<file path="src/rtl/mcbw_pkg.sv">
`default_nettype none
// ----------------------------------------------------------------------------
// mcbw_pkg
// Types and constants shared by the multi-channel bus watchdog modules.
// ----------------------------------------------------------------------------
package mcbw_pkg;

	// The bus count is tied to the six-bit timeout mask of the result.
	localparam int unsigned NUM_BUSES = 6;
	localparam int unsigned BUS_W     = 3;
	localparam int unsigned OP_W      = 3;
	localparam int unsigned CNT_W     = 16;
	localparam int unsigned CFG_IDX_W = 1;

	// Operation codes. Codes above OP_QUERY behave as a query.
	localparam logic [OP_W-1:0] OP_TICK    = 3'd0;
	localparam logic [OP_W-1:0] OP_FEED    = 3'd1;
	localparam logic [OP_W-1:0] OP_ENABLE  = 3'd2;
	localparam logic [OP_W-1:0] OP_DISABLE = 3'd3;
	localparam logic [OP_W-1:0] OP_QUERY   = 3'd4;

	// Configuration register indexes.
	localparam logic [CFG_IDX_W-1:0] REG_CAN_TIMEOUT = 1'b0;
	localparam logic [CFG_IDX_W-1:0] REG_LIN_TIMEOUT = 1'b1;

	typedef struct packed {
		logic [OP_W-1:0]  opcode;
		logic [BUS_W-1:0] bus_index;
	} req_item_t;

	typedef struct packed {
		logic [NUM_BUSES-1:0] timeout_mask;
		logic                 selected_timed_out;
	} rsp_item_t;

	// Per-channel command, valid for one cycle when a transaction executes.
	typedef struct packed {
		logic tick;
		logic feed;
		logic enable;
		logic stop;
	} chan_cmd_t;

endpackage : mcbw_pkg
`default_nettype wire

</file>
<file path="src/rtl/mcbw_channel.sv">
`default_nettype none
// ----------------------------------------------------------------------------
// mcbw_channel
// One auto-reload activity watchdog: enable bit, tick counter and sticky flag.
// ----------------------------------------------------------------------------
module mcbw_channel
	import mcbw_pkg::*;
(
	input  wire logic             clk,
	input  wire logic             arst_n,
	input  wire chan_cmd_t        cmd,
	input  wire logic [CNT_W-1:0] limit,
	output logic                  flag_next
);

	logic             enabled_q;
	logic             flag_q;
	logic [CNT_W-1:0] count_q;

	logic             enabled_d;
	logic             flag_d;
	logic [CNT_W-1:0] count_d;
	logic [CNT_W:0]   count_inc;
	logic             limit_zero;

	assign limit_zero = (limit == '0);
	assign count_inc  = {1'b0, count_q} + {{CNT_W{1'b0}}, 1'b1};

	always_comb begin
		enabled_d = enabled_q;
		flag_d    = flag_q;
		count_d   = count_q;
		if (cmd.tick) begin
			// A zero limit freezes an enabled channel.
			if (enabled_q && !limit_zero) begin
				if (count_inc >= {1'b0, limit}) begin
					flag_d  = 1'b1;
					count_d = '0;
				end else begin
					count_d = count_inc[CNT_W-1:0];
				end
			end
		end else if (cmd.feed) begin
			if (enabled_q) begin
				flag_d  = 1'b0;
				count_d = '0;
			end
		end else if (cmd.enable) begin
			enabled_d = !limit_zero;
			flag_d    = 1'b0;
			count_d   = '0;
		end else if (cmd.stop) begin
			enabled_d = 1'b0;
			flag_d    = 1'b0;
			count_d   = '0;
		end
	end

	assign flag_next = flag_d;

	always_ff @(posedge clk or negedge arst_n) begin
		if (!arst_n) begin
			enabled_q <= 1'b0;
			flag_q    <= 1'b0;
			count_q   <= '0;
		end else begin
			enabled_q <= enabled_d;
			flag_q    <= flag_d;
			count_q   <= count_d;
		end
	end

endmodule : mcbw_channel
`default_nettype wire

</file>
<file path="src/rtl/multi_channel_bus_watchdog_core.sv">
`default_nettype none
// ----------------------------------------------------------------------------
// multi_channel_bus_watchdog_core
// Six bus-activity watchdogs with tick, feed, enable, disable and query.
// ----------------------------------------------------------------------------
// Each transaction passes through two register stages: it is captured in an
// input register, then executed against all channels while the result is
// loaded into the output register; one transaction is accepted every cycle
// as long as the consumer takes results. A tick advances every enabled
// channel in parallel; the compare of each 16-bit counter against its
// timeout sets the cycle time. Buses below NUM_CAN_BUSES use the CAN
// timeout register and the others use the LIN timeout register. A timeout
// of zero keeps a bus from being enabled and freezes a bus that is already
// enabled. Timeout registers must be written only while no transaction is
// in flight. The result carries the mask of all timed-out flags and the
// flag of the selected bus, both taken after the operation; bus numbers
// beyond the last bus are ignored and report zero.
// ----------------------------------------------------------------------------
module multi_channel_bus_watchdog_core
	import mcbw_pkg::*;
#(
	parameter int unsigned NUM_CAN_BUSES = 2
) (
	input  wire logic                 clk,
	input  wire logic                 arst_n,
	// Configuration write port.
	input  wire logic                 cfg_we,
	input  wire logic [CFG_IDX_W-1:0] cfg_index,
	input  wire logic [CNT_W-1:0]     cfg_wdata,
	// Request channel.
	input  wire logic                 req_valid,
	output logic                      req_stall,
	input  wire req_item_t            req,
	// Response channel.
	output logic                      rsp_valid,
	input  wire logic                 rsp_stall,
	output rsp_item_t                 rsp
);

	// Timeout registers.
	logic [CNT_W-1:0] can_timeout_q;
	logic [CNT_W-1:0] lin_timeout_q;

	always_ff @(posedge clk or negedge arst_n) begin
		if (!arst_n) begin
			can_timeout_q <= '0;
			lin_timeout_q <= '0;
		end else if (cfg_we) begin
			case (cfg_index)
				REG_CAN_TIMEOUT: can_timeout_q <= cfg_wdata;
				REG_LIN_TIMEOUT: lin_timeout_q <= cfg_wdata;
				default:         ;
			endcase
		end
	end

	// Stage 1 holds the accepted transaction. It moves on whenever the output
	// register is empty or is being emptied in the same cycle.
	logic      valid_s1;
	req_item_t item_s1;
	logic      out_free;
	logic      exec;

	assign out_free  = !rsp_valid || !rsp_stall;
	assign exec      = valid_s1 && out_free;
	assign req_stall = valid_s1 && !out_free;

	always_ff @(posedge clk or negedge arst_n) begin
		if (!arst_n) begin
			valid_s1 <= 1'b0;
		end else if (!req_stall) begin
			valid_s1 <= req_valid;
		end
	end

	always_ff @(posedge clk) begin
		if (req_valid && !req_stall) begin
			item_s1 <= req;
		end
	end

	// Decode the transaction into per-channel commands. A tick ignores the
	// bus number; other operations reach only an in-range selected bus.
	logic      bus_in_range;
	chan_cmd_t bus_cmd;
	chan_cmd_t tick_cmd;

	assign bus_in_range = ({1'b0, item_s1.bus_index} < (BUS_W + 1)'(NUM_BUSES));

	always_comb begin
		bus_cmd  = '0;
		tick_cmd = '0;
		if (exec) begin
			unique case (item_s1.opcode)
				OP_TICK:    tick_cmd.tick  = 1'b1;
				OP_FEED:    bus_cmd.feed   = bus_in_range;
				OP_ENABLE:  bus_cmd.enable = bus_in_range;
				OP_DISABLE: bus_cmd.stop   = bus_in_range;
				default:    ;
			endcase
		end
	end

	// Channel array.
	logic [NUM_BUSES-1:0] flag_next;

	for (genvar i = 0; i < NUM_BUSES; i++) begin : g_chan
		chan_cmd_t        cmd;
		logic [CNT_W-1:0] limit;

		assign limit = (i < NUM_CAN_BUSES) ? can_timeout_q : lin_timeout_q;
		assign cmd   = (item_s1.bus_index == BUS_W'(i)) ? (bus_cmd | tick_cmd) : tick_cmd;

		mcbw_channel u_chan (
			.clk       (clk),
			.arst_n    (arst_n),
			.cmd       (cmd),
			.limit     (limit),
			.flag_next (flag_next[i])
		);
	end

	// Output register: loaded with the post-operation flags.
	always_ff @(posedge clk or negedge arst_n) begin
		if (!arst_n) begin
			rsp_valid <= 1'b0;
		end else if (out_free) begin
			rsp_valid <= valid_s1;
		end
	end

	always_ff @(posedge clk) begin
		if (exec) begin
			rsp.timeout_mask       <= flag_next;
			rsp.selected_timed_out <= bus_in_range
				&& flag_next[item_s1.bus_index];
		end
	end

endmodule : multi_channel_bus_watchdog_core
`default_nettype wire

</file>
<file path="config.mk">
export PLATFORM = sky130hd
export DESIGN_NAME = multi_channel_bus_watchdog_core
export DESIGN_NICKNAME = d
export VERILOG_FILES = /design/src/rtl/mcbw_pkg.sv /design/src/rtl/mcbw_channel.sv /design/src/rtl/multi_channel_bus_watchdog_core.sv
export SDC_FILE = /design/constraint.sdc
export NUM_CORES = 1
export LEC_CHECK = 0
export ABC_CLOCK_PERIOD_IN_PS = 10270
export BUFFER_PORTS_ARGS = -buffer_cell sky130_fd_sc_hd__buf_2
export CAP_MARGIN = 20
export CORE_ASPECT_RATIO = 0.75
export CORE_MARGIN = 2
export CORE_UTILIZATION = 61
export DETAILED_ROUTE_END_ITERATION = 12
export PLACE_DENSITY = 0.81
export SETUP_SLACK_MARGIN = 0.02
export SYNTH_ARGS = -nofsm -noshare
export SYNTH_HDL_FRONTEND = slang
export SYNTH_HIERARCHICAL = 1
export SYNTH_SLANG_ARGS = --single-unit
</file>
<file path="constraint.sdc">
create_clock -name clk -period 10.27 [get_ports clk]
set_input_delay 0 -clock clk [delete_from_list [all_inputs] [get_ports clk]]
set_output_delay 0 -clock clk [all_outputs]
set_load 0.01 [all_outputs]
</file>
* Word-level counts from Yosys, hierarchy flattened
Cells that the tools add are included.
** Cells by class
- Add/subtract/negate cells :: 6
- Magnitude comparators :: 8
- Eq/ne operators :: 20
- Mux-type cells :: 110
- Bitwise operators :: 14
- Reductions and logical operators :: 47
** Operators with widths (number)
- two-way mux 16 bit :: 42
- adder 16 x 1 -> 17 bit, second input constant :: 6
- greater-or-equal comparator 17 x 16 -> 1 bit :: 6
- two-way mux 1 bit :: 60
- AND reduction 3 bit :: 12
- logical NOT 16 bit :: 2
- two-way mux 4 bit :: 6
- nonzero test 4 bit :: 6
- inequality test 3 x 1 -> 1 bit, second input constant :: 6
- inverter 1 bit :: 13
- == test 3 x 2 -> 1 bit, second input constant :: 4
- inequality test 2 x 1 -> 1 bit, second input constant :: 6
- nonzero test 2 bit :: 6
- logical AND 1 bit :: 10
- == test 3 x 1 -> 1 bit, second input constant :: 2
- == test 3 bit, second input constant :: 2
- logical NOT 1 bit :: 6
- logical NOT 3 bit :: 2
- < comparator 3 x 4 -> 1 bit, second input constant :: 1
- bitwise OR 3 x 4 -> 4 bit :: 1
- AND reduction 2 bit :: 2
- binary-select mux 1 bit (select 3 bit) :: 1
- < comparator 3 bit, second input constant :: 1
- two-way mux 3 bit :: 1
- logical OR 1 bit :: 1
** Word-level totals
- Register bits after elaboration :: 155
- Bits of input ports :: 28
- Output and inout port bits :: 9
- Logic and storage cells :: 231

* Depth between registers and ports, before layout
- Depth in word-level cells :: 13
- Mapped depth :: 16
- Mapped depth without buffers :: 16

* By module
Netlist, hierarchy kept.
** Modules (own cells, without submodules)
- mcbw_channel at g_chan[0].u_chan ... :: instances 4, cells an instance 173, area each 1476.4 sq um, sequential area each 450.4 sq um
- multi_channel_bus_watchdog_core :: instances 1, cells an instance 132, area each 1924.3 sq um, sequential area each 1241.2 sq um
- mcbw_channel at g_chan[2].u_chan :: instances 1, cells an instance 171, area each 1516.5 sq um, sequential area each 450.4 sq um
- mcbw_channel at g_chan[5].u_chan :: instances 1, cells an instance 165, area each 1448.9 sq um, sequential area each 450.4 sq um

* Worst setup path after synthesis
No wires, ideal clock.
- Path kind :: reg2reg
- Start point :: register g_chan[4].u_chan.count_q[0]
- End point :: register rsp[0] (netlist name), data pin
- Setup time :: 0.260 ns
- Arrival :: 3.230 ns
- Data required time :: 10.010 ns
- Path slack :: 6.780 ns
- Stages on the path, launching flop included :: 16
- Buffers on the path :: 0
- Period minus slack after synthesis :: 3.490 ns
- Path through :: dfrtp_1 ha_1 nand4_2 nor2_2 nand2_1 or2_2 nand2_1 ha_1 nand3_1 o22ai_1 a211oi_1 nand2_1 nor2_1 o22ai_1 mux4_2 mux2_2
** Between the ends
- Word-level cells in the longest chain between the ends :: 8
** RTL lines
- from (decl) :: line mcbw_channel.sv:18 : logic [CNT_W-1:0] count_q;
- from (signal assigned) :: line mcbw_channel.sv:69 : count_q <= count_d;
- adder 16 x 1 -> 17 bit :: line mcbw_channel.sv:27 : assign count_inc = {1'b0, count_q} + {{CNT_W{1'b0}}, 1'b1};
- greater-or-equal comparator 17 x 16 -> 1 bit :: line mcbw_channel.sv:36 : if (count_inc >= {1'b0, limit}) begin
- two-way mux 1 bit :: line mcbw_channel.sv:36
- two-way mux 1 bit :: line mcbw_channel.sv:35 : if (enabled_q && !limit_zero) begin
- two-way mux 1 bit :: line mcbw_channel.sv:33 : if (cmd.tick) begin
- via flag_next[4] :: line multi_channel_bus_watchdog_core.sv:105 : logic [NUM_BUSES-1:0] flag_next;
- binary-select mux 1 bit (select 3 bit) :: line multi_channel_bus_watchdog_core.sv:136 : && flag_next[item_s1.bus_index];
- two-way mux 1 bit (not written as such) :: line multi_channel_bus_watchdog_core.sv:136
- logical AND 1 bit :: line multi_channel_bus_watchdog_core.sv:136
- to (decl) :: line multi_channel_bus_watchdog_core.sv:37 : output rsp_item_t rsp
The timed path passes the listed nets, and every way through them passes these cells. The select of a mux whose other input is x is not followed.
A chain may end at the register's enable or synchronous reset.

* Final worst setup path
- Start point :: register g_chan[1].u_chan.count_q[0]
- End point :: register rsp[0] (netlist name), data pin
** Between the ends
- Word-level cells in the longest chain between the ends :: 8
** RTL lines (line)
- from (decl) :: mcbw_channel.sv:18
- from (signal assigned) :: mcbw_channel.sv:69
- adder 16 x 1 -> 17 bit :: mcbw_channel.sv:27
- greater-or-equal comparator 17 x 16 -> 1 bit :: mcbw_channel.sv:36
- two-way mux 1 bit :: mcbw_channel.sv:36
- two-way mux 1 bit :: mcbw_channel.sv:35
- two-way mux 1 bit :: mcbw_channel.sv:33
- via flag_next[1] :: multi_channel_bus_watchdog_core.sv:105
- binary-select mux 1 bit (select 3 bit) :: multi_channel_bus_watchdog_core.sv:136
- two-way mux 1 bit (not written as such) :: multi_channel_bus_watchdog_core.sv:136
- logical AND 1 bit :: multi_channel_bus_watchdog_core.sv:136
The timed path passes the listed nets, and every way through them passes these cells. The select of a mux whose other input is x is not followed.

==> reports/results.txt <==
The flow ran to the end, and the final reports show no timing, DRC or antenna violations. The analysis attributes to cell leakage a power of 0.005872 uW. The routability congestion estimate is 0.9172. The share of synthesized registers carrying an async set or reset is 0.9161, and the overall fraction of global-route tracks in use is 0.3069. Counting the fill cells in the layout gives 1,309. The final critical-path share of the clock period was 0.4139. The worst setup path is launched from a flop. The run gives 0.3653 as the proportion of synthesized chip area in sequential cells. For the area of the core, the log shows 17,500 um^2. Relative to the synthesized area, the layout overhead comes to 11.16%. 0 antenna diodes ended up in the layout.

Static timing analysis puts the maximum clock frequency at 0.2353 GHz. The master of the slowest instance on the critical path was nor2_1. The beginning of the worst register-to-register path is g_chan[1].u_chan/count_q[0]. The max-slew headroom at the worst pin was 0.3404.

Minimum clock period: 4251 ps. The largest total area in the synthesized netlist belongs to dfrtp_1. The average cell area after synthesis came out at 9.306 um^2. The count of maximum capacitance violations came out at 0. The routed length per placed instance works out to 18.62 um. The post-route antenna net violation count is 0, and the gate count of the mapped netlist is 1,160.

The via count of the first global-routing pass was 8,686; the share of final-layout standard cells stronger than drive strength 1 was 0.1379. Along the worst path, the maximum fanout reaches 8. Setup repair after global routing left no endpoint under its margin. The power density over cell area works out to 135.1 nW/um^2. For the cell row count, the log shows 42.

The critical path goes through ha_1 -> nand4_2 -> nor2_2 -> nand2_1 -> or2_2 -> nand2_1 -> ha_1 -> a21oi_1 -> o22ai_1 -> a211oi_1 -> nand2_1 -> nor2_1 -> o22ai_1 -> mux4_2 -> mux2_2. Leaving out filler cells and counting taps, the final layout contains 1,475. Entering global routing, the biggest net connects 76 pins.

The first global-routing pass estimated 45,020 um of wire. The final hold violation count was 0; the total via count in the routed design was 9,292. The tools report the worst clock skew as 15.95 ps.

In the post-synthesis netlist, the biggest area contributors are dfrtp_1, ha_1, nand2_1, inv_1, edfxtp_1. In the routed design, unresolved DRC markers number 0. The library cell used most frequently in the layout, excluding fill and tap cells, is dfrtp_1. Predominant post-synthesis flop cell: dfrtp_1. The logs give 1,417 for the placed instance count and 18,790 um^2 for the floorplan die area.

The die span in x was 157.6 um; the total clock buffers created by CTS was 17. After legalization and detailed placement, the total HPWL measured 19,080 um. For this block, the initial DRC count from the detailed router was 880.

The most numerous cell type found on the critical path is nand2_1. Global routing finished with a remaining overflow of 0. The worst setup path is of the reg2reg kind. Pin placement for this block handled 37 I/O pins. The number of setup buffers added after CTS is 0. For this run, the slowest stage of the critical path takes 520 ps. The fraction of the core area covered by cells at the end of the flow is 0.6858. The number of flops mapped to enable cells by yosys came out at 13. The top cell types in the final layout, fill and taps aside, are dfrtp_1, nand2_1, inv_1.

The cell area after placement is 11,170 um^2, and the number of nets at the end of the flow is 1,350. The worst-margin pin slew came out at 989.5 ps. On the final layout, the worst hold slack is 154.9 ps. The count of buffers inserted at the top-level ports works out to 36.

Cell class contributing the biggest share of worst-path delay: simple AND/OR/NAND/NOR gates. The required time of the critical path is 10,460 ps, and the total number of H-tree levels is 4. The tightest min-delay check is of the in2async type.

The clock tree root buffer cell is clkbuf_16. The worst-case IR drop observed on VDD is 0.00008468 V. The number of vias per cell after detailed routing works out to 6.300.

When the netlist entered floorplanning its net count stood at 1,290. For the initial antenna violation count, the log shows 0. The area of all placed cells without fillers is 12,000 um^2, and the share of the synthesized area in the top cell type is 0.3292. The depth of the most critical reg-to-reg path works out to 15. The die is 119.2 um tall. Number of iterations in the first detailed-routing pass: 6. Wires add up to 27,470 um. The synthesized design contains 155 register bits. The run gives 0.6169 as the initial core utilization.

Setup violations remaining at the end of the flow were counted as 0. Adding up every negative setup slack in the final design gives 0 ps. The run gives 440 ps as the clock network latency to the later pin of the worst-skew pair.

TritonCTS built the clock tree. Buffer and inverter count on the worst path: 0. For the number of distinct standard cells referenced by the synthesized netlist, the log shows 63. The beginning of the critical path is g_chan[1].u_chan/count_q[0]. Yosys printed 6 warnings. STA classifies the critical path endpoint as a flop. Counting every sink on the clock net gives 155.

No sink is reached through more buffers than the 2 on the longest clock path. The max-slew violation count came out at 0. The synthesized netlist occupies a cell area of 10,800 um^2. The run gives 4440 ps as the arrival time of data at the critical path endpoint. The clock-pin slew of the registers on the worst-case setup and hold paths was 70 ps; the critical path depth was 15.
-- Yosys cell counts (28+ instances only) --
cell type  count
a21o_1        28
a21oi_1       68
a32o_1        34
dfrtp_1      142
ha_1         102
inv_1        111
mux2_2        34
nand2_1      135
nand3_1       43
nand4_1       28
nor2_1        49
nor3_1        34
o21ai_0       31
xnor2_1       40
-- final timing paths --
kind                                          endpoint  slack [ps]
max in group asynchronous  g_chan[0].u_chan/count_q[4]        8650
setup reg to reg                                rsp[0]        6020
setup / recovery                                rsp[0]        6020
hold / removal             g_chan[2].u_chan/count_q[5]         150
min in group clk                      can_timeout_q[3]         160
hold reg to reg                              rsp_valid         510
-- worst reg2reg max path, delay by kind of cell (launching register included) --
| family | cells | cell delay (ps) |
|---|---|---|
| compound gates | 4 | 860 |
| mux | 2 | 760 |
| fa+ha+maj | 2 | 520 |
| flops | 1 | 460 |
| simple gates | 7 | 1410 |
-- per-stage QoR --
stage | setup slack [ps] | total power, uW
finish | 6019 | 1622
global route | 5694 | 1695
CTS | 6085 | 1615
detailed placement | 6118 | 997.6
global placement | 6192 | 982.9
floorplan | 6780 | 896.1
-- kinds of logic (layout without fill, tap and decap cells) --
| kind of cell | Yosys count | after routing | synth area share |
|---|---|---|---|
| AND/OR/NAND/NOR | 442 | 442 | 0.2231 |
| AO/OA/AOI/OAI | 233 | 233 | 0.1570 |
| flip-flops | 155 | 155 | 0.3653 |
| buffers and inverters | 135 | 208 | 0.05158 |
| adder cells (fa/ha/maj) | 102 | 102 | 0.1182 |
| XOR/XNOR | 57 | 57 | 0.04624 |
| multiplexers | 36 | 36 | 0.03848 |
-- layer usage --
metal / wire (um) / up-vias / GRT usage
met4: 446 / 0 / 0.08295
met5: 0 / - / 0
li1: - / 4367 / -
met1: 12790 / 4459 / 0.4655
met2: 11930 / 418 / 0.4462
met3: 2307 / 48 / 0.06186
-- timing repair --
| item | 4_1_cts | 5_1_grt |
|---|---|---|
| endpoints found under the hold margin | 114 | 0 |
| endpoints found under the setup margin | 0 | 0 |
| resized for setup | 0 | 0 |
| hold buffers | 26 | 0 |
-- state kept, by name, indices dropped and copies added, names as in the netlist --
name	cells
rsp	7
g_chan.limit	16
valid_s1	1
item_s1	6
can_timeout_q	16
g_chan.u_chan/flag_q	6
g_chan.u_chan/count_q	96
rsp_valid	1
g_chan.u_chan/enabled_q	6
-- where the power goes --
group	switching, uW	internal [uW]	total, uW	leakage [uW]
Clock	280	336	615	0.000276
Sequential	85.2	671	756	0.00201
Combinational	143	108	251	0.00359
-- layout make-up --
cell class / instances / area, um^2 / share of cell area
tap: 242 / 302.8 / 0.02523
clock inverter: 13 / 103.9 / 0.008654
inverter: 111 / 416.7 / 0.03472
clock buffer: 19 / 464.2 / 0.03868
sequential: 155 / 3944 / 0.3286
timing repair buffer: 65 / 469.2 / 0.03910
multi-input combinational: 870 / 6300 / 0.5250
Note: power is estimated with default switching activity, not from simulation.
